--- src/hdl/sas_pkg.sv ---
// ----------------------------------------------------------------------------
// sas_pkg
// Shared types, codes and sizes of the suffix array pattern search block.
// ----------------------------------------------------------------------------
`default_nettype none

package sas_pkg;

  // default store depths
  localparam int TEXT_LEN_DEF = 32;
  localparam int PAT_LEN_DEF  = 32;

  // depth of the request queue between front and back
  localparam int QUEUE_DEPTH  = 4;

  // field widths
  localparam int KIND_W = 3;
  localparam int BYTE_W = 8;
  localparam int SUF_W  = 5;
  localparam int POS_W  = 6;

  // request kinds
  localparam logic [KIND_W-1:0] KIND_TEXT   = 3'd0;
  localparam logic [KIND_W-1:0] KIND_SUFFIX = 3'd1;
  localparam logic [KIND_W-1:0] KIND_PAT    = 3'd2;
  localparam logic [KIND_W-1:0] KIND_SEARCH = 3'd3;
  localparam logic [KIND_W-1:0] KIND_CLEAR  = 3'd4;

  // one queued request
  typedef struct packed {
    logic [KIND_W-1:0] kind;
    logic [BYTE_W-1:0] data_byte;
    logic [SUF_W-1:0]  suffix_index;
  } item_t;

  // front to queue
  typedef struct packed {
    logic  valid;
    item_t item;
  } push_t;

  // queue head towards the back
  typedef struct packed {
    logic  valid;
    item_t item;
  } head_t;

endpackage

`default_nettype wire

--- src/hdl/sas_ram.sv ---
// ----------------------------------------------------------------------------
// sas_ram
// Generic single write port, single read port RAM with registered read.
// ----------------------------------------------------------------------------
`default_nettype none

module sas_ram #(
  parameter int WIDTH = 8,
  parameter int DEPTH = 32,
  localparam int AW = (DEPTH > 1) ? $clog2(DEPTH) : 1
) (
  input  wire logic             clk,
  input  wire logic             we,
  input  wire logic [AW-1:0]    waddr,
  input  wire logic [WIDTH-1:0] wdata,
  input  wire logic [AW-1:0]    raddr,
  output logic      [WIDTH-1:0] rdata
);

  logic [WIDTH-1:0] mem [DEPTH];

  // write port
  always_ff @(posedge clk) begin
    if (we) begin
      mem[waddr] <= wdata;
    end
  end

  // registered read port
  always_ff @(posedge clk) begin
    rdata <= mem[raddr];
  end

endmodule

`default_nettype wire

--- src/hdl/sas_front.sv ---
// ----------------------------------------------------------------------------
// sas_front
// Request intake: takes requests while the queue has room and classifies
// them, dropping kinds that do nothing.
// ----------------------------------------------------------------------------
`default_nettype none

module sas_front (
  input  wire logic                       start,
  input  wire logic                       q_full,
  input  wire logic [sas_pkg::KIND_W-1:0] in_kind,
  input  wire logic [sas_pkg::BYTE_W-1:0] in_data_byte,
  input  wire logic [sas_pkg::SUF_W-1:0]  in_suffix_index,
  output logic                            busy,
  output sas_pkg::push_t                  push
);

  logic accept;
  logic kind_ok;

  // request taken whenever the queue has a free slot
  assign busy   = q_full;
  assign accept = start && !q_full;

  // only the five defined kinds reach the back
  always_comb begin
    kind_ok = in_kind inside {[sas_pkg::KIND_TEXT:sas_pkg::KIND_CLEAR]};
  end

  assign push.valid             = accept && kind_ok;
  assign push.item.kind         = in_kind;
  assign push.item.data_byte    = in_data_byte;
  assign push.item.suffix_index = in_suffix_index;

endmodule

`default_nettype wire

--- src/hdl/sas_queue.sv ---
// ----------------------------------------------------------------------------
// sas_queue
// Short request queue between front and back, register based.
// ----------------------------------------------------------------------------
`default_nettype none

module sas_queue #(
  parameter int DEPTH = sas_pkg::QUEUE_DEPTH,
  localparam int PW = (DEPTH > 1) ? $clog2(DEPTH) : 1,
  localparam int CNTW = $clog2(DEPTH + 1)
) (
  input  wire logic           clk,
  input  wire logic           rst_n,
  input  wire sas_pkg::push_t push,
  input  wire logic           pop,
  output logic                full,
  output sas_pkg::head_t      head
);

  sas_pkg::item_t  slot_r [DEPTH];
  logic [PW-1:0]   wptr_r, wptr_nxt;
  logic [PW-1:0]   rptr_r, rptr_nxt;
  logic [CNTW-1:0] cnt_r, cnt_nxt;
  logic            do_push;
  logic            do_pop;

  assign full       = (cnt_r == CNTW'(DEPTH));
  assign do_push    = push.valid && !full;
  assign do_pop     = pop && (cnt_r != '0);
  assign head.valid = (cnt_r != '0);
  assign head.item  = slot_r[rptr_r];

  // pointer and fill count update
  always_comb begin
    wptr_nxt = wptr_r;
    rptr_nxt = rptr_r;
    cnt_nxt  = cnt_r;
    if (do_push) begin
      wptr_nxt = (wptr_r == PW'(DEPTH - 1)) ? '0 : wptr_r + PW'(1);
    end
    if (do_pop) begin
      rptr_nxt = (rptr_r == PW'(DEPTH - 1)) ? '0 : rptr_r + PW'(1);
    end
    if (do_push && !do_pop) begin
      cnt_nxt = cnt_r + CNTW'(1);
    end else if (do_pop && !do_push) begin
      cnt_nxt = cnt_r - CNTW'(1);
    end
  end

  always_ff @(posedge clk) begin
    if (!rst_n) begin
      wptr_r <= '0;
      rptr_r <= '0;
      cnt_r  <= '0;
    end else begin
      wptr_r <= wptr_nxt;
      rptr_r <= rptr_nxt;
      cnt_r  <= cnt_nxt;
    end
  end

  // payload slots
  always_ff @(posedge clk) begin
    if (do_push) begin
      slot_r[wptr_r] <= push.item;
    end
  end

endmodule

`default_nettype wire

--- src/hdl/sas_back.sv ---
// ----------------------------------------------------------------------------
// sas_back
// Executes queued requests: store appends, clear, and the search sequencer
// (binary search, bucket widening, per-entry pattern compare).
// ----------------------------------------------------------------------------
`default_nettype none

module sas_back #(
  parameter int TEXT_LEN = sas_pkg::TEXT_LEN_DEF,
  parameter int PAT_LEN  = sas_pkg::PAT_LEN_DEF
) (
  input  wire logic                      clk,
  input  wire logic                      rst_n,
  input  wire sas_pkg::head_t            head,
  output logic                           pop,
  output logic                           out_strobe,
  output logic [sas_pkg::POS_W-1:0]      out_match_position,
  output logic                           out_found,
  output logic                           out_last
);

  localparam int CW  = $clog2(TEXT_LEN + 1);
  localparam int AW  = $clog2(TEXT_LEN);
  localparam int PCW = $clog2(PAT_LEN + 1);
  localparam int PAW = (PAT_LEN > 1) ? $clog2(PAT_LEN) : 1;
  localparam int M1  = (CW > PCW) ? CW : PCW;
  localparam int LW  = ((M1 > sas_pkg::SUF_W) ? M1 : sas_pkg::SUF_W) + 1;
  localparam int BW  = sas_pkg::BYTE_W;
  localparam int SW  = sas_pkg::SUF_W;
  localparam int OW  = sas_pkg::POS_W;

  // sequencer states
  localparam logic [3:0] ST_IDLE = 4'd0;
  localparam logic [3:0] ST_ZERO = 4'd1;
  localparam logic [3:0] ST_P0   = 4'd2;
  localparam logic [3:0] ST_BCHK = 4'd3;
  localparam logic [3:0] ST_KSUF = 4'd4;
  localparam logic [3:0] ST_KTXT = 4'd5;
  localparam logic [3:0] ST_KKEY = 4'd6;
  localparam logic [3:0] ST_SSUF = 4'd7;
  localparam logic [3:0] ST_SS   = 4'd8;
  localparam logic [3:0] ST_MRD  = 4'd9;
  localparam logic [3:0] ST_MCMP = 4'd10;
  localparam logic [3:0] ST_FIN  = 4'd11;

  // key fetch return codes
  localparam logic [1:0] RET_BIN = 2'd0;
  localparam logic [1:0] RET_LO  = 2'd1;
  localparam logic [1:0] RET_HI  = 2'd2;

  logic [3:0]     state_r, state_nxt;
  logic [1:0]     ret_r, ret_nxt;
  logic           full_r, full_nxt;
  logic [CW-1:0]  tcnt_r, tcnt_nxt;
  logic [CW-1:0]  scnt_r, scnt_nxt;
  logic [PCW-1:0] pcnt_r, pcnt_nxt;
  logic [BW-1:0]  p0_r, p0_nxt;
  logic [CW-1:0]  low_r, low_nxt;
  logic [CW-1:0]  hb_r, hb_nxt;
  logic [AW-1:0]  mid_r, mid_nxt;
  logic [AW-1:0]  kslot_r, kslot_nxt;
  logic [AW-1:0]  lo_r, lo_nxt;
  logic [AW-1:0]  hi_r, hi_nxt;
  logic [AW-1:0]  si_r, si_nxt;
  logic           kval_r, kval_nxt;
  logic [SW-1:0]  ms_r, ms_nxt;
  logic [PAW-1:0] mi_r, mi_nxt;
  logic [SW-1:0]  pend_r, pend_nxt;
  logic           pendv_r, pendv_nxt;
  logic [CW-1:0]  z_r, z_nxt;
  logic           strobe_r, strobe_nxt;
  logic [OW-1:0]  pos_r, pos_nxt;
  logic           found_r, found_nxt;
  logic           last_r, last_nxt;

  // store ports
  logic          txt_we, suf_we, pat_we;
  logic [AW-1:0] txt_raddr, suf_raddr;
  logic [PAW-1:0] pat_raddr;
  logic [BW-1:0] txt_rdata, pat_rdata;
  logic [SW-1:0] suf_rdata;

  // key compare and midpoint
  logic [CW:0]   mid_sum;
  logic [AW-1:0] mid_w;
  logic          key_eq, key_lt;

  assign mid_sum = (CW + 1)'(low_r) + (CW + 1)'(hb_r) - (CW + 1)'(1);
  assign mid_w   = AW'(mid_sum >> 1);
  assign key_eq  = kval_r && (p0_r == txt_rdata);
  assign key_lt  = kval_r && (p0_r < txt_rdata);

  assign pop = (state_r == ST_IDLE) && head.valid;

  // store writes happen only on appends taken in idle
  assign txt_we = pop && (head.item.kind == sas_pkg::KIND_TEXT) &&
                  (tcnt_r < CW'(TEXT_LEN));
  assign suf_we = pop && (head.item.kind == sas_pkg::KIND_SUFFIX) &&
                  (scnt_r < CW'(TEXT_LEN));
  assign pat_we = pop && (head.item.kind == sas_pkg::KIND_PAT) &&
                  (pcnt_r < PCW'(PAT_LEN));

  sas_ram #(.WIDTH(BW), .DEPTH(TEXT_LEN)) u_text (
    .clk   (clk),
    .we    (txt_we),
    .waddr (AW'(tcnt_r)),
    .wdata (head.item.data_byte),
    .raddr (txt_raddr),
    .rdata (txt_rdata)
  );

  sas_ram #(.WIDTH(SW), .DEPTH(TEXT_LEN)) u_suffix (
    .clk   (clk),
    .we    (suf_we),
    .waddr (AW'(scnt_r)),
    .wdata (head.item.suffix_index),
    .raddr (suf_raddr),
    .rdata (suf_rdata)
  );

  sas_ram #(.WIDTH(BW), .DEPTH(PAT_LEN)) u_pattern (
    .clk   (clk),
    .we    (pat_we),
    .waddr (PAW'(pcnt_r)),
    .wdata (head.item.data_byte),
    .raddr (pat_raddr),
    .rdata (pat_rdata)
  );

  // search sequencer
  always_comb begin
    logic start_hi;
    logic start_scan;
    logic scan_next;
    logic m_ok;
    logic m_fail;
    start_hi   = 1'b0;
    start_scan = 1'b0;
    scan_next  = 1'b0;
    m_ok       = 1'b0;
    m_fail     = 1'b0;

    state_nxt  = state_r;
    ret_nxt    = ret_r;
    full_nxt   = full_r;
    tcnt_nxt   = tcnt_r;
    scnt_nxt   = scnt_r;
    pcnt_nxt   = pcnt_r;
    p0_nxt     = p0_r;
    low_nxt    = low_r;
    hb_nxt     = hb_r;
    mid_nxt    = mid_r;
    kslot_nxt  = kslot_r;
    lo_nxt     = lo_r;
    hi_nxt     = hi_r;
    si_nxt     = si_r;
    kval_nxt   = kval_r;
    ms_nxt     = ms_r;
    mi_nxt     = mi_r;
    pend_nxt   = pend_r;
    pendv_nxt  = pendv_r;
    z_nxt      = z_r;
    strobe_nxt = 1'b0;
    pos_nxt    = pos_r;
    found_nxt  = found_r;
    last_nxt   = last_r;
    txt_raddr  = '0;
    suf_raddr  = '0;
    pat_raddr  = '0;

    case (state_r)
      ST_IDLE: begin
        if (pop) begin
          case (head.item.kind)
            sas_pkg::KIND_TEXT: begin
              if (txt_we) tcnt_nxt = tcnt_r + CW'(1);
            end
            sas_pkg::KIND_SUFFIX: begin
              if (suf_we) scnt_nxt = scnt_r + CW'(1);
            end
            sas_pkg::KIND_PAT: begin
              if (pat_we) pcnt_nxt = pcnt_r + PCW'(1);
            end
            sas_pkg::KIND_CLEAR: begin
              tcnt_nxt = '0;
              scnt_nxt = '0;
              pcnt_nxt = '0;
            end
            sas_pkg::KIND_SEARCH: begin
              pendv_nxt = 1'b0;
              if (pcnt_r == '0) begin
                z_nxt     = '0;
                state_nxt = ST_ZERO;
              end else begin
                pat_raddr = '0;
                state_nxt = ST_P0;
              end
            end
            default: ;
          endcase
        end
      end

      // empty pattern lists every position up to the text length
      ST_ZERO: begin
        strobe_nxt = 1'b1;
        pos_nxt    = OW'(z_r);
        found_nxt  = 1'b1;
        last_nxt   = (z_r == tcnt_r);
        if (z_r == tcnt_r) begin
          state_nxt = ST_IDLE;
        end else begin
          z_nxt = z_r + CW'(1);
        end
      end

      // first pattern byte arrives, pick the search mode
      ST_P0: begin
        p0_nxt = pat_rdata;
        if (LW'(pcnt_r) == LW'(tcnt_r)) begin
          full_nxt  = 1'b1;
          ms_nxt    = '0;
          mi_nxt    = '0;
          state_nxt = ST_MRD;
        end else begin
          full_nxt = 1'b0;
          if (scnt_r == '0) begin
            state_nxt = ST_FIN;
          end else begin
            low_nxt   = '0;
            hb_nxt    = scnt_r;
            state_nxt = ST_BCHK;
          end
        end
      end

      // binary search probe, bounds held as [low, hb)
      ST_BCHK: begin
        if (low_r >= hb_r) begin
          state_nxt = ST_FIN;
        end else begin
          mid_nxt   = mid_w;
          kslot_nxt = mid_w;
          ret_nxt   = RET_BIN;
          state_nxt = ST_KSUF;
        end
      end

      // key fetch: suffix entry, then its first text byte
      ST_KSUF: begin
        suf_raddr = kslot_r;
        state_nxt = ST_KTXT;
      end

      ST_KTXT: begin
        kval_nxt  = LW'(suf_rdata) < LW'(tcnt_r);
        txt_raddr = AW'(suf_rdata);
        state_nxt = ST_KKEY;
      end

      ST_KKEY: begin
        case (ret_r)
          RET_BIN: begin
            if (key_eq) begin
              lo_nxt = mid_r;
              hi_nxt = mid_r;
              if (mid_r != '0) begin
                kslot_nxt = mid_r - AW'(1);
                ret_nxt   = RET_LO;
                state_nxt = ST_KSUF;
              end else begin
                start_hi = 1'b1;
              end
            end else begin
              if (key_lt) begin
                hb_nxt = CW'(mid_r);
              end else begin
                low_nxt = CW'(mid_r) + CW'(1);
              end
              state_nxt = ST_BCHK;
            end
          end
          RET_LO: begin
            if (key_eq) begin
              lo_nxt = kslot_r;
              if (kslot_r != '0) begin
                kslot_nxt = kslot_r - AW'(1);
                state_nxt = ST_KSUF;
              end else begin
                start_hi = 1'b1;
              end
            end else begin
              start_hi = 1'b1;
            end
          end
          RET_HI: begin
            if (key_eq) begin
              hi_nxt = kslot_r;
              if ((CW'(kslot_r) + CW'(1)) < scnt_r) begin
                kslot_nxt = kslot_r + AW'(1);
                state_nxt = ST_KSUF;
              end else begin
                start_scan = 1'b1;
              end
            end else begin
              start_scan = 1'b1;
            end
          end
          default: state_nxt = ST_FIN;
        endcase
        // upper widening starts one past the probe hit
        if (start_hi) begin
          if ((CW'(mid_r) + CW'(1)) < scnt_r) begin
            kslot_nxt = mid_r + AW'(1);
            ret_nxt   = RET_HI;
            state_nxt = ST_KSUF;
          end else begin
            start_scan = 1'b1;
          end
        end
        if (start_scan) begin
          si_nxt    = lo_nxt;
          state_nxt = ST_SSUF;
        end
      end

      // bucket scan in suffix order
      ST_SSUF: begin
        suf_raddr = si_r;
        state_nxt = ST_SS;
      end

      ST_SS: begin
        ms_nxt = suf_rdata;
        mi_nxt = '0;
        if ((LW'(suf_rdata) + LW'(pcnt_r)) > LW'(tcnt_r)) begin
          scan_next = 1'b1;
        end else begin
          state_nxt = ST_MRD;
        end
      end

      // byte-by-byte pattern compare at position ms
      ST_MRD: begin
        txt_raddr = AW'(LW'(ms_r) + LW'(mi_r));
        pat_raddr = mi_r;
        state_nxt = ST_MCMP;
      end

      ST_MCMP: begin
        if (txt_rdata != pat_rdata) begin
          m_fail = 1'b1;
        end else if ((PCW'(mi_r) + PCW'(1)) == pcnt_r) begin
          m_ok = 1'b1;
        end else begin
          mi_nxt    = mi_r + PAW'(1);
          state_nxt = ST_MRD;
        end
        if (full_r) begin
          if (m_ok) begin
            strobe_nxt = 1'b1;
            pos_nxt    = '0;
            found_nxt  = 1'b1;
            last_nxt   = 1'b1;
            state_nxt  = ST_IDLE;
          end else if (m_fail) begin
            state_nxt = ST_FIN;
          end
        end else begin
          // a hit is held back one step so the final one can carry last
          if (m_ok) begin
            if (pendv_r) begin
              strobe_nxt = 1'b1;
              pos_nxt    = OW'(pend_r);
              found_nxt  = 1'b1;
              last_nxt   = 1'b0;
            end
            pend_nxt  = ms_r;
            pendv_nxt = 1'b1;
          end
          scan_next = m_ok || m_fail;
        end
      end

      // final result: held hit or not-found
      ST_FIN: begin
        strobe_nxt = 1'b1;
        pos_nxt    = pendv_r ? OW'(pend_r) : '0;
        found_nxt  = pendv_r;
        last_nxt   = 1'b1;
        pendv_nxt  = 1'b0;
        state_nxt  = ST_IDLE;
      end

      default: state_nxt = ST_IDLE;
    endcase

    // step to the next bucket entry or finish
    if (scan_next) begin
      if (si_r == hi_r) begin
        state_nxt = ST_FIN;
      end else begin
        si_nxt    = si_r + AW'(1);
        state_nxt = ST_SSUF;
      end
    end
  end

  // control state
  always_ff @(posedge clk) begin
    if (!rst_n) begin
      state_r  <= ST_IDLE;
      tcnt_r   <= '0;
      scnt_r   <= '0;
      pcnt_r   <= '0;
      pendv_r  <= 1'b0;
      strobe_r <= 1'b0;
    end else begin
      state_r  <= state_nxt;
      tcnt_r   <= tcnt_nxt;
      scnt_r   <= scnt_nxt;
      pcnt_r   <= pcnt_nxt;
      pendv_r  <= pendv_nxt;
      strobe_r <= strobe_nxt;
    end
  end

  // working and payload registers
  always_ff @(posedge clk) begin
    ret_r   <= ret_nxt;
    full_r  <= full_nxt;
    p0_r    <= p0_nxt;
    low_r   <= low_nxt;
    hb_r    <= hb_nxt;
    mid_r   <= mid_nxt;
    kslot_r <= kslot_nxt;
    lo_r    <= lo_nxt;
    hi_r    <= hi_nxt;
    si_r    <= si_nxt;
    kval_r  <= kval_nxt;
    ms_r    <= ms_nxt;
    mi_r    <= mi_nxt;
    pend_r  <= pend_nxt;
    z_r     <= z_nxt;
    pos_r   <= pos_nxt;
    found_r <= found_nxt;
    last_r  <= last_nxt;
  end

  assign out_strobe         = strobe_r;
  assign out_match_position = pos_r;
  assign out_found          = found_r;
  assign out_last           = last_r;

endmodule

`default_nettype wire

--- src/hdl/suffix_array_pattern_search.sv ---
// ----------------------------------------------------------------------------
// suffix_array_pattern_search
// Loads text, suffix array and pattern stores and reports every text
// position where the pattern occurs.
// ----------------------------------------------------------------------------
//
//  channel   handshake             ports
//  request   start & !busy         in_kind, in_data_byte, in_suffix_index
//  result    out_strobe, 1 cycle   out_match_position, out_found, out_last
//
//  requests go into a four-entry queue; busy is high only when it is full
//  appends and clear are done by the back end in idle; unused kinds are dropped at intake
//  empty-pattern search lists every position up to the text length; a pattern as
//  long as the text is compared directly; otherwise binary search probes, bucket
//  widening probes, a bucket scan and byte compares, set by the single read port per store
//  synchronous reset clears counts and queue; the receiver cannot stall
//
`default_nettype none

module suffix_array_pattern_search #(
  parameter int TEXT_LEN = sas_pkg::TEXT_LEN_DEF,
  parameter int PAT_LEN  = sas_pkg::PAT_LEN_DEF
) (
  input  wire logic                        clk,
  input  wire logic                        rst_n,
  input  wire logic                        start,
  output logic                             busy,
  input  wire logic [sas_pkg::KIND_W-1:0]  in_kind,
  input  wire logic [sas_pkg::BYTE_W-1:0]  in_data_byte,
  input  wire logic [sas_pkg::SUF_W-1:0]   in_suffix_index,
  output logic                             out_strobe,
  output logic [sas_pkg::POS_W-1:0]        out_match_position,
  output logic                             out_found,
  output logic                             out_last
);

  sas_pkg::push_t push;
  sas_pkg::head_t head;
  logic           q_full;
  logic           pop;

  // intake and classification
  sas_front u_front (
    .start           (start),
    .q_full          (q_full),
    .in_kind         (in_kind),
    .in_data_byte    (in_data_byte),
    .in_suffix_index (in_suffix_index),
    .busy            (busy),
    .push            (push)
  );

  // request queue
  sas_queue #(.DEPTH(sas_pkg::QUEUE_DEPTH)) u_queue (
    .clk   (clk),
    .rst_n (rst_n),
    .push  (push),
    .pop   (pop),
    .full  (q_full),
    .head  (head)
  );

  // execution
  sas_back #(.TEXT_LEN(TEXT_LEN), .PAT_LEN(PAT_LEN)) u_back (
    .clk                (clk),
    .rst_n              (rst_n),
    .head               (head),
    .pop                (pop),
    .out_strobe         (out_strobe),
    .out_match_position (out_match_position),
    .out_found          (out_found),
    .out_last           (out_last)
  );

  // not-found result closes the search at position zero
  a_notfound_last: assert property (@(posedge clk) disable iff (!rst_n)
    (out_strobe && !out_found) |-> (out_last && (out_match_position == '0)))
    else $error("not-found result without last or with a position");

  // reported positions never pass the text capacity
  a_pos_range: assert property (@(posedge clk) disable iff (!rst_n)
    out_strobe |-> ({1'b0, out_match_position} <= 7'(TEXT_LEN)))
    else $error("match position beyond text capacity");

  // a request is only dequeued when the queue holds one
  a_pop_when_free: assert property (@(posedge clk) disable iff (!rst_n)
    pop |-> head.valid)
    else $error("dequeue from an empty queue");

  // a full queue holds busy until something leaves it
  a_busy_hold: assert property (@(posedge clk) disable iff (!rst_n)
    (busy && !pop) |=> busy)
    else $error("busy dropped without a dequeue");

endmodule

`default_nettype wire
--- config.mk ---
export PLATFORM = sky130hd
export DESIGN_NAME = suffix_array_pattern_search
export DESIGN_NICKNAME = d
export VERILOG_FILES = /design/src/hdl/sas_pkg.sv /design/src/hdl/sas_ram.sv /design/src/hdl/sas_front.sv /design/src/hdl/sas_queue.sv /design/src/hdl/sas_back.sv /design/src/hdl/suffix_array_pattern_search.sv
export SDC_FILE = /design/constraint.sdc
export NUM_CORES = 1
export LEC_CHECK = 0
export BUFFER_PORTS_ARGS = -buffer_cell sky130_fd_sc_hd__buf_2
export CAP_MARGIN = 10
export CORE_MARGIN = 2
export CORE_UTILIZATION = 50
export DETAILED_ROUTE_END_ITERATION = 8
export PLACE_DENSITY = 0.75
export SLEW_MARGIN = 25
export SYNTH_ARGS = -nofsm -noshare
export SYNTH_HDL_FRONTEND = slang
export SYNTH_HIERARCHICAL = 1
export SYNTH_SLANG_ARGS = --single-unit
--- constraint.sdc ---
create_clock -name clk -period 4.5 [get_ports clk]
set_clock_uncertainty 0.15 [all_clocks]
set_input_delay 0.225 -clock clk [delete_from_list [all_inputs] [get_ports clk]]
set_output_delay 0.225 -clock clk [all_outputs]
set_load 0.02 [all_outputs]
==> reports/metrics.csv, run 1 <==
metric,value,unit
most numerous cell on the critical path,a21oi_1,
ys flop type,edfxtp_1,
final worst-path setup slack,0.560,ns
crit end category,flip-flop,
fraction of layout cells with a size suffix above 1,22.9,%
vias post-DR,19439,
Compound-Gate Fraction of Synth Area,3.23,%
DP Wirelength,49200,microns
Hold WC Path Type,input pin to flip-flop,
Vias/cell,6.10,
post-synthesis cell area,0.0369,sq mm
WL/cell,24.5,microns
gr ovfl total,0,
hold path depth,4,
Critical Path RT,4.86,ns
total negative slack,0,ns
postcts setup bufs,0,
leakage power,13.2,nW
f_max,254,MHz
Mapped Avg Cell Area,17.8,sq um
post-layout min period,3.94,ns
worst ir drop on vdd,0.356,mV
Site Rows,99,
RSZ-0062 raised after global routing,false,
Post-synth EDFFs,809,
total number of clock tree sinks,868,
CP startpoint kind,flip-flop,
Max stage delay on crit path,0.60,ns
area of the multi-input gates,0.0106,sq mm
clk buf depth,3,
utilization after layout,56.7,%
CTS buffer count,88,
final hold violation count,0,
die width,276,microns
Core ar.,0.0730,sq mm
gr usage total,21.2,%
status,"complete, no violations",
yosys synthesis warning count,6,
Crit Path Class,flip-flop to flip-flop,
Pins Over Slew Limit,0,
nets,2247,
Iteration-0 DRC Markers,2031,
synthesis-to-layout area growth,12.2,%
CP arrival,4.30,ns
"Cell Count, Final, Fillers Out",3189,
hold-fix buffers at CTS,17,
post-synthesis adder-cell area fraction,2.59,%
Seq. cell area,0.0255,sq mm
Cells after Synth,2073,
largest family of logic cells by synthesized area,multiplexers,
full die area,0.0759,sq mm
Initial Util,50.5,%
Hold Crit Start,start,
gp weighted congestion,0.931,
reg2reg setup slack,0.56,ns
post-route cell area,0.0414,sq mm
placed cells,3005,
root buffer cell,clkbuf_16,
crit path max fanout,11,
final setup violation count,0,
xor/xnor cell area share of the yosys netlist,1.76,%
"Distinct cells, synth",83,
Worst Reg-to-Reg Cells,14,
clock-pin slew on the worst setup and hold paths,0.06,ns
syn_nets,2166,
CTS resizes,0,
cell breakdown of the critical path,ha_1 -> a21o_1 -> a21oi_1 -> o21bai_1 -> a21oi_1 -> xnor2_1 -> ha_1 -> nand3_1 -> a21o_1 -> a21oi_1 -> o21ai_0 -> a21boi_2 -> mux2_2 -> o221a_1,
DRC violation count after routing,0,
remaining antenna violation count,0,
r2r startpoint,u_back/pcnt_r[1]$_SDFFE_PN0P_,
PwrDens,458,mW/mm^2
mux contribution to synthesized area,14.8,%
Slew Limit Headroom,33.4,%
# fillers,5246,
"FF+latch count, synth",868,
Max Cap Viol,0,
most frequent cells in the layout,"809 x edfxtp_1, 225 x mux4_2, 178 x nor2_1",
routed wire length,78200,microns
period utilization,87.6,%
# H-tree levels,3,
number of detailed-route iterations in the first pass,6,
Worst R2R End,u_back/si_r[2]$_DFF_P_,
initial antenna violation count,0,
CTS tree,done,
IO Count,29,
largest net degree at the start of global routing,65,
"leading cell type in the layout, fill and taps excluded",edfxtp_1,
Die Ht,276,microns
vias in the first global route,19673,
actual slew at the worst max-slew pin,0.999,ns
first-pass GRT wire length,121000,microns
sequential-to-total area share from yosys stat,69.1,%
Clock Latency Late Sink,0.65,ns
"Async S/R FF share, synth",0,%
Placement Setup Slack,0.618,ns
placed cell area,0.0381,sq mm
Synth Area in Simple Gates,6.17,%
hold endpoint,u_queue/wptr_r[0]$_SDFFE_PN0P_,
slowest CP cell,dfxtp_1,
buffers added on ports,28,
[synth_stat cells (all sizes together) (8+ instances only)]
cell    instances  share of area [%]
a22o           10               0.24
dfxtp          59                3.2
buf            68                1.2
o21a           12               0.24
or3             8               0.15
mux2           24               0.73
nor3           17               0.23
or3b           10               0.24
a21o           13               0.26
xor2           34               0.81
nand3          43               0.62
nand2          83               0.84
nand3b         19               0.39
nor2          183                1.9
and2           28               0.48
nand2b          9               0.15
edfxtp        809                 66
ha             70                2.4
mux4          226                 14
o21ai          41               0.57
inv            68               0.69
nor2b           8               0.14
a21oi          35               0.48
a22oi          11               0.22
clkbuf         40               0.41
xnor2          40               0.95
mux2i           9               0.24
nor4            9               0.25
[cells by family after synthesis]
logic type | after synthesis
and+or+nand+nor | 450
buffers and inverters | 178
AOI/OAI and AO/OA | 170
muxes | 259
xor gates and xnor gates | 74
adders and majority gates | 74
DFF | 868
[worst max-delay path by stage]
stage                                           endpoint                           start  slack (ns)
after floorplan           u_back/u_text/rdata[0]$_DFF_P_  u_back/state_r[0]$_SDFFE_PN0P_        0.80
after global routing              u_back/si_r[3]$_DFF_P_   u_back/pcnt_r[1]$_SDFFE_PN0P_        0.26
after global placement    u_back/u_text/rdata[1]$_DFF_P_  u_back/state_r[0]$_SDFFE_PN0P_        0.71
after detailed placement          u_back/si_r[2]$_DFF_P_   u_back/pcnt_r[1]$_SDFFE_PN0P_        0.62
after CTS                         u_back/si_r[2]$_DFF_P_   u_back/pcnt_r[1]$_SDFFE_PN0P_        0.57
final                             u_back/si_r[2]$_DFF_P_   u_back/pcnt_r[1]$_SDFFE_PN0P_        0.56
[metal layers]
metal | track usage [%] | vias to the layer above | wire [microns]
met1 | 30.2 | 10107 | 32600
met4 | 6.90 | 0 | 2050
met5 | 0 | - | 0
met3 | 3.49 | 141 | 5910
met2 | 33.6 | 858 | 37700
li1 | - | 8333 | -
[power breakdown]
part | internal, mW | switching [mW]
clock | 4.47 | 3.05
sequential | 9.62 | 0.134
combinational | 0.430 | 1.22
total | 14.5 | 4.41
[flip-flops by register name (all words and copies together) (netlist names), 6 cells and up, named ones only]
register	count
u_back/u_suffix/mem	160
u_back/z_r	6
u_back/u_text/mem	256
u_back/out_match_position	6
u_back/u_pattern/mem	256
u_back/tcnt_r	6
u_back/u_pattern/rdata	8
u_queue/slot_r	64
u_back/u_text/rdata	8
u_back/p0_r	8
u_back/scnt_r	6
u_back/pcnt_r	6
u_back/hb_r	6
u_back/low_r	6
[cell type report]
type,count,share of cell area (%)
timing repair buffer,99,1.91
tap,959,2.90
antenna,1,0.00605
multi-input combinational,1027,25.6
clock buffer,120,5.98
sequential,868,61.6
clock inverter,45,1.40
inverter,70,0.635
[worst max-delay path: cells and delay by family (launching register included)]
| family | cells | cell delay, ns |
|---|---|---|
| xor gates and xnor gates | 1 | 0.09 |
| muxes | 1 | 0.41 |
| AOI/OAI and AO/OA | 9 | 1.87 |
| and+or+nand+nor | 1 | 0.09 |
| adders and majority gates | 2 | 0.62 |
| DFF | 1 | 0.60 |
[metrics by stage]
step	power (mW)	hold slack (ns)
after global placement	11.5	0.285
after CTS	19.1	0.109
after floorplan	10.9	0.238
after detailed placement	11.6	0.295
final	18.9	0.151
after global routing	19.6	0.168
(Power assumes the default switching activity.)
==> inputs of run 2 (changes only) <==
--- a/config.mk
+++ b/config.mk
@@ -5,12 +5,13 @@
 export SDC_FILE = /design/constraint.sdc
 export NUM_CORES = 1
 export LEC_CHECK = 0
-export BUFFER_PORTS_ARGS = -buffer_cell sky130_fd_sc_hd__buf_2
+export BUFFER_PORTS_ARGS = -buffer_cell sky130_fd_sc_hd__buf_4
 export CAP_MARGIN = 10
 export CORE_MARGIN = 2
 export CORE_UTILIZATION = 50
 export DETAILED_ROUTE_END_ITERATION = 8
 export PLACE_DENSITY = 0.75
+export REMOVE_ABC_BUFFERS = 1
 export SLEW_MARGIN = 25
 export SYNTH_ARGS = -nofsm -noshare
 export SYNTH_HDL_FRONTEND = slang
==> run 2 against run 1 <==
Effect of this change:
- power decreased by 0.41%
- largest power group unchanged
- die area unchanged
- count of clock-buffer cells in the layout unchanged
- worst setup slack improved by 0.064 ns
- non-clock buffer count increased by 19
- first-iteration DRC count decreased by 3.4%
- hold slack improved by 0.0078 ns
- flip-flop and latch count unchanged
==> reports/metrics.csv, run 2 (synthesized netlist as in run 1, its figures left out) <==
metric,value,unit
gr usage total,20.9,%
first-pass GRT wire length,119000,microns
Die Ht,276,microns
vias post-DR,19358,
Clock Latency Late Sink,0.64,ns
Sequential Power Share,51.7,%
f_max,258,MHz
hold endpoint,u_queue/wptr_r[0]$_SDFFE_PN0P_,
largest net degree at the start of global routing,65,
Crit Path Class,flip-flop to flip-flop,
DRC violation count after routing,0,
clock-pin slew on the worst setup and hold paths,0.06,ns
placed cell area,0.0383,sq mm
initial antenna violation count,0,
final setup violation count,0,
Initial Util,50.5,%
Slew Limit Headroom,30.8,%
Ant. Diodes,0,
reg2reg setup slack,0.62,ns
nets,2265,
hold path depth,4,
Int Pwr,14.5,mW
gp weighted congestion,0.930,
fraction of layout cells with a size suffix above 1,23.6,%
remaining antenna violation count,0,
worst-case hold slack,0.159,ns
Iteration-0 DRC Markers,1961,
Worst R2R End,u_back/u_text/mem[4][2]$_DFFE_PP_,
worst ir drop on vdd,0.491,mV
status,"complete, no violations",
Vias/cell,6.04,
WL/cell,24.3,microns
Worst Reg-to-Reg Cells,5,
DP Wirelength,49100,microns
Hold Crit Start,start,
leakage power,13.3,nW
die width,276,microns
synthesis-to-layout area growth,12.5,%
period utilization,86.1,%
number of detailed-route iterations in the first pass,5,
buffers added on ports,28,
root buffer cell,clkbuf_16,
Sw Share,23.0,%
CTS tree,done,
Hold WC Path Type,input pin to flip-flop,
full die area,0.0759,sq mm
Site Rows,99,
RSZ-0062 raised after global routing,false,
IO Count,29,
post-layout min period,3.88,ns
Pins Over Slew Limit,0,
Gate power share,8.9,%
Clk network pwr share,39.5,%
# H-tree levels,3,
CP arrival,3.98,ns
largest registers,"u_back/u_pattern/mem x256, u_back/u_text/mem x256, u_back/u_suffix/mem x160",
routed wire length,77900,microns
clk buf depth,3,
total number of clock tree sinks,868,
Max Cap Viol,0,
most frequent cells in the layout,"809 x edfxtp_1, 224 x mux4_2, 177 x nor2_1",
actual slew at the worst max-slew pin,1.04,ns
crit end category,flip-flop,
PwrDens,454,mW/mm^2
"leading cell type in the layout, fill and taps excluded",edfxtp_1,
gr ovfl total,0,
vias in the first global route,19470,
CP startpoint kind,flip-flop,
Core ar.,0.0730,sq mm
CTS buffer count,87,
Critical Path RT,4.60,ns
crit path max fanout,14,
post-route cell area,0.0415,sq mm
final hold violation count,0,
NetSw,4.33,mW
## run 2: layout make-up
cell class                      count  area, sq um
Clock buffer                      120         2450
Clock inverter                     41          532
Fill cell                        5234        31500
Inverter                           70          263
Multi-Input combinational cell   1027        10600
Sequential cell                   868        25500
Tap cell                          959         1200
Timing Repair Buffer              118          991
## run 2: power by group through the flow
stage | Sequential, mW | Clock [mW] | Combinational [mW]
floorplan | 9.90 | 0 | 0.943
global placement | 9.90 | 0 | 1.57
detailed placement | 9.91 | 0 | 1.67
CTS | 9.74 | 7.56 | 1.70
global route | 9.76 | 7.85 | 1.85
finish | 9.75 | 7.44 | 1.67
## run 2: worst max-delay path, stage by stage (launching register included)
cell     delay (ns)
dfxtp_1        0.40
buf_4          0.33
mux4_2         0.63
nor4_2         0.59
or3b_2         0.67
nor2_1         0.71
## run 2: what timing repair did
action,4_1_cts,5_1_grt
hold buffers,17,0
buffers inserted,0,0
gates resized for setup,0,0
hold endpoints to repair,84,0
endpoints found under the setup margin,0,0
## run 2: layer usage
metal  routed length [microns]  vias up  track usage [%]  share of wire [%]
met3                      5330      135             3.52                6.8
li1                          -     8364                -                  -
met2                     38000      804             33.5                 49
met5                         0        -                0                  0
met4                      1970        0             6.27                2.5
met1                     32600    10055             29.6                 42
## run 2: through the flow
stage	utilization, %	setup WS, ns	std cells	setup TNS, ns	total power [mW]
2_1_floorplan	-	-1.39	1965	-23.98	10.8
3_3_place_gp	52.5	0.714	3024	0	11.5
3_5_place_dp	52.5	0.727	3024	0	11.6
4_1_cts	56.9	0.681	3202	0	19.0
5_1_grt	56.9	0.400	3203	0	19.5
6_report	56.9	0.624	3203	0	18.9
## run 2: worst max-delay path by stage
stage | end | slack, ns | depth (start not counted)
3_5_place_dp | u_back/u_text/rdata[2]$_DFF_P_ | 0.73 | 8
2_1_floorplan | u_back/u_text/rdata[0]$_DFF_P_ | -1.39 | 6
5_1_grt | u_back/si_r[3]$_DFF_P_ | 0.40 | 13
4_1_cts | u_back/u_pattern/rdata[2]$_DFF_P_ | 0.68 | 8
6_report | u_back/u_text/mem[4][2]$_DFFE_PP_ | 0.62 | 5
3_3_place_gp | u_back/kslot_r[3]$_DFFE_PP_ | 0.71 | 11
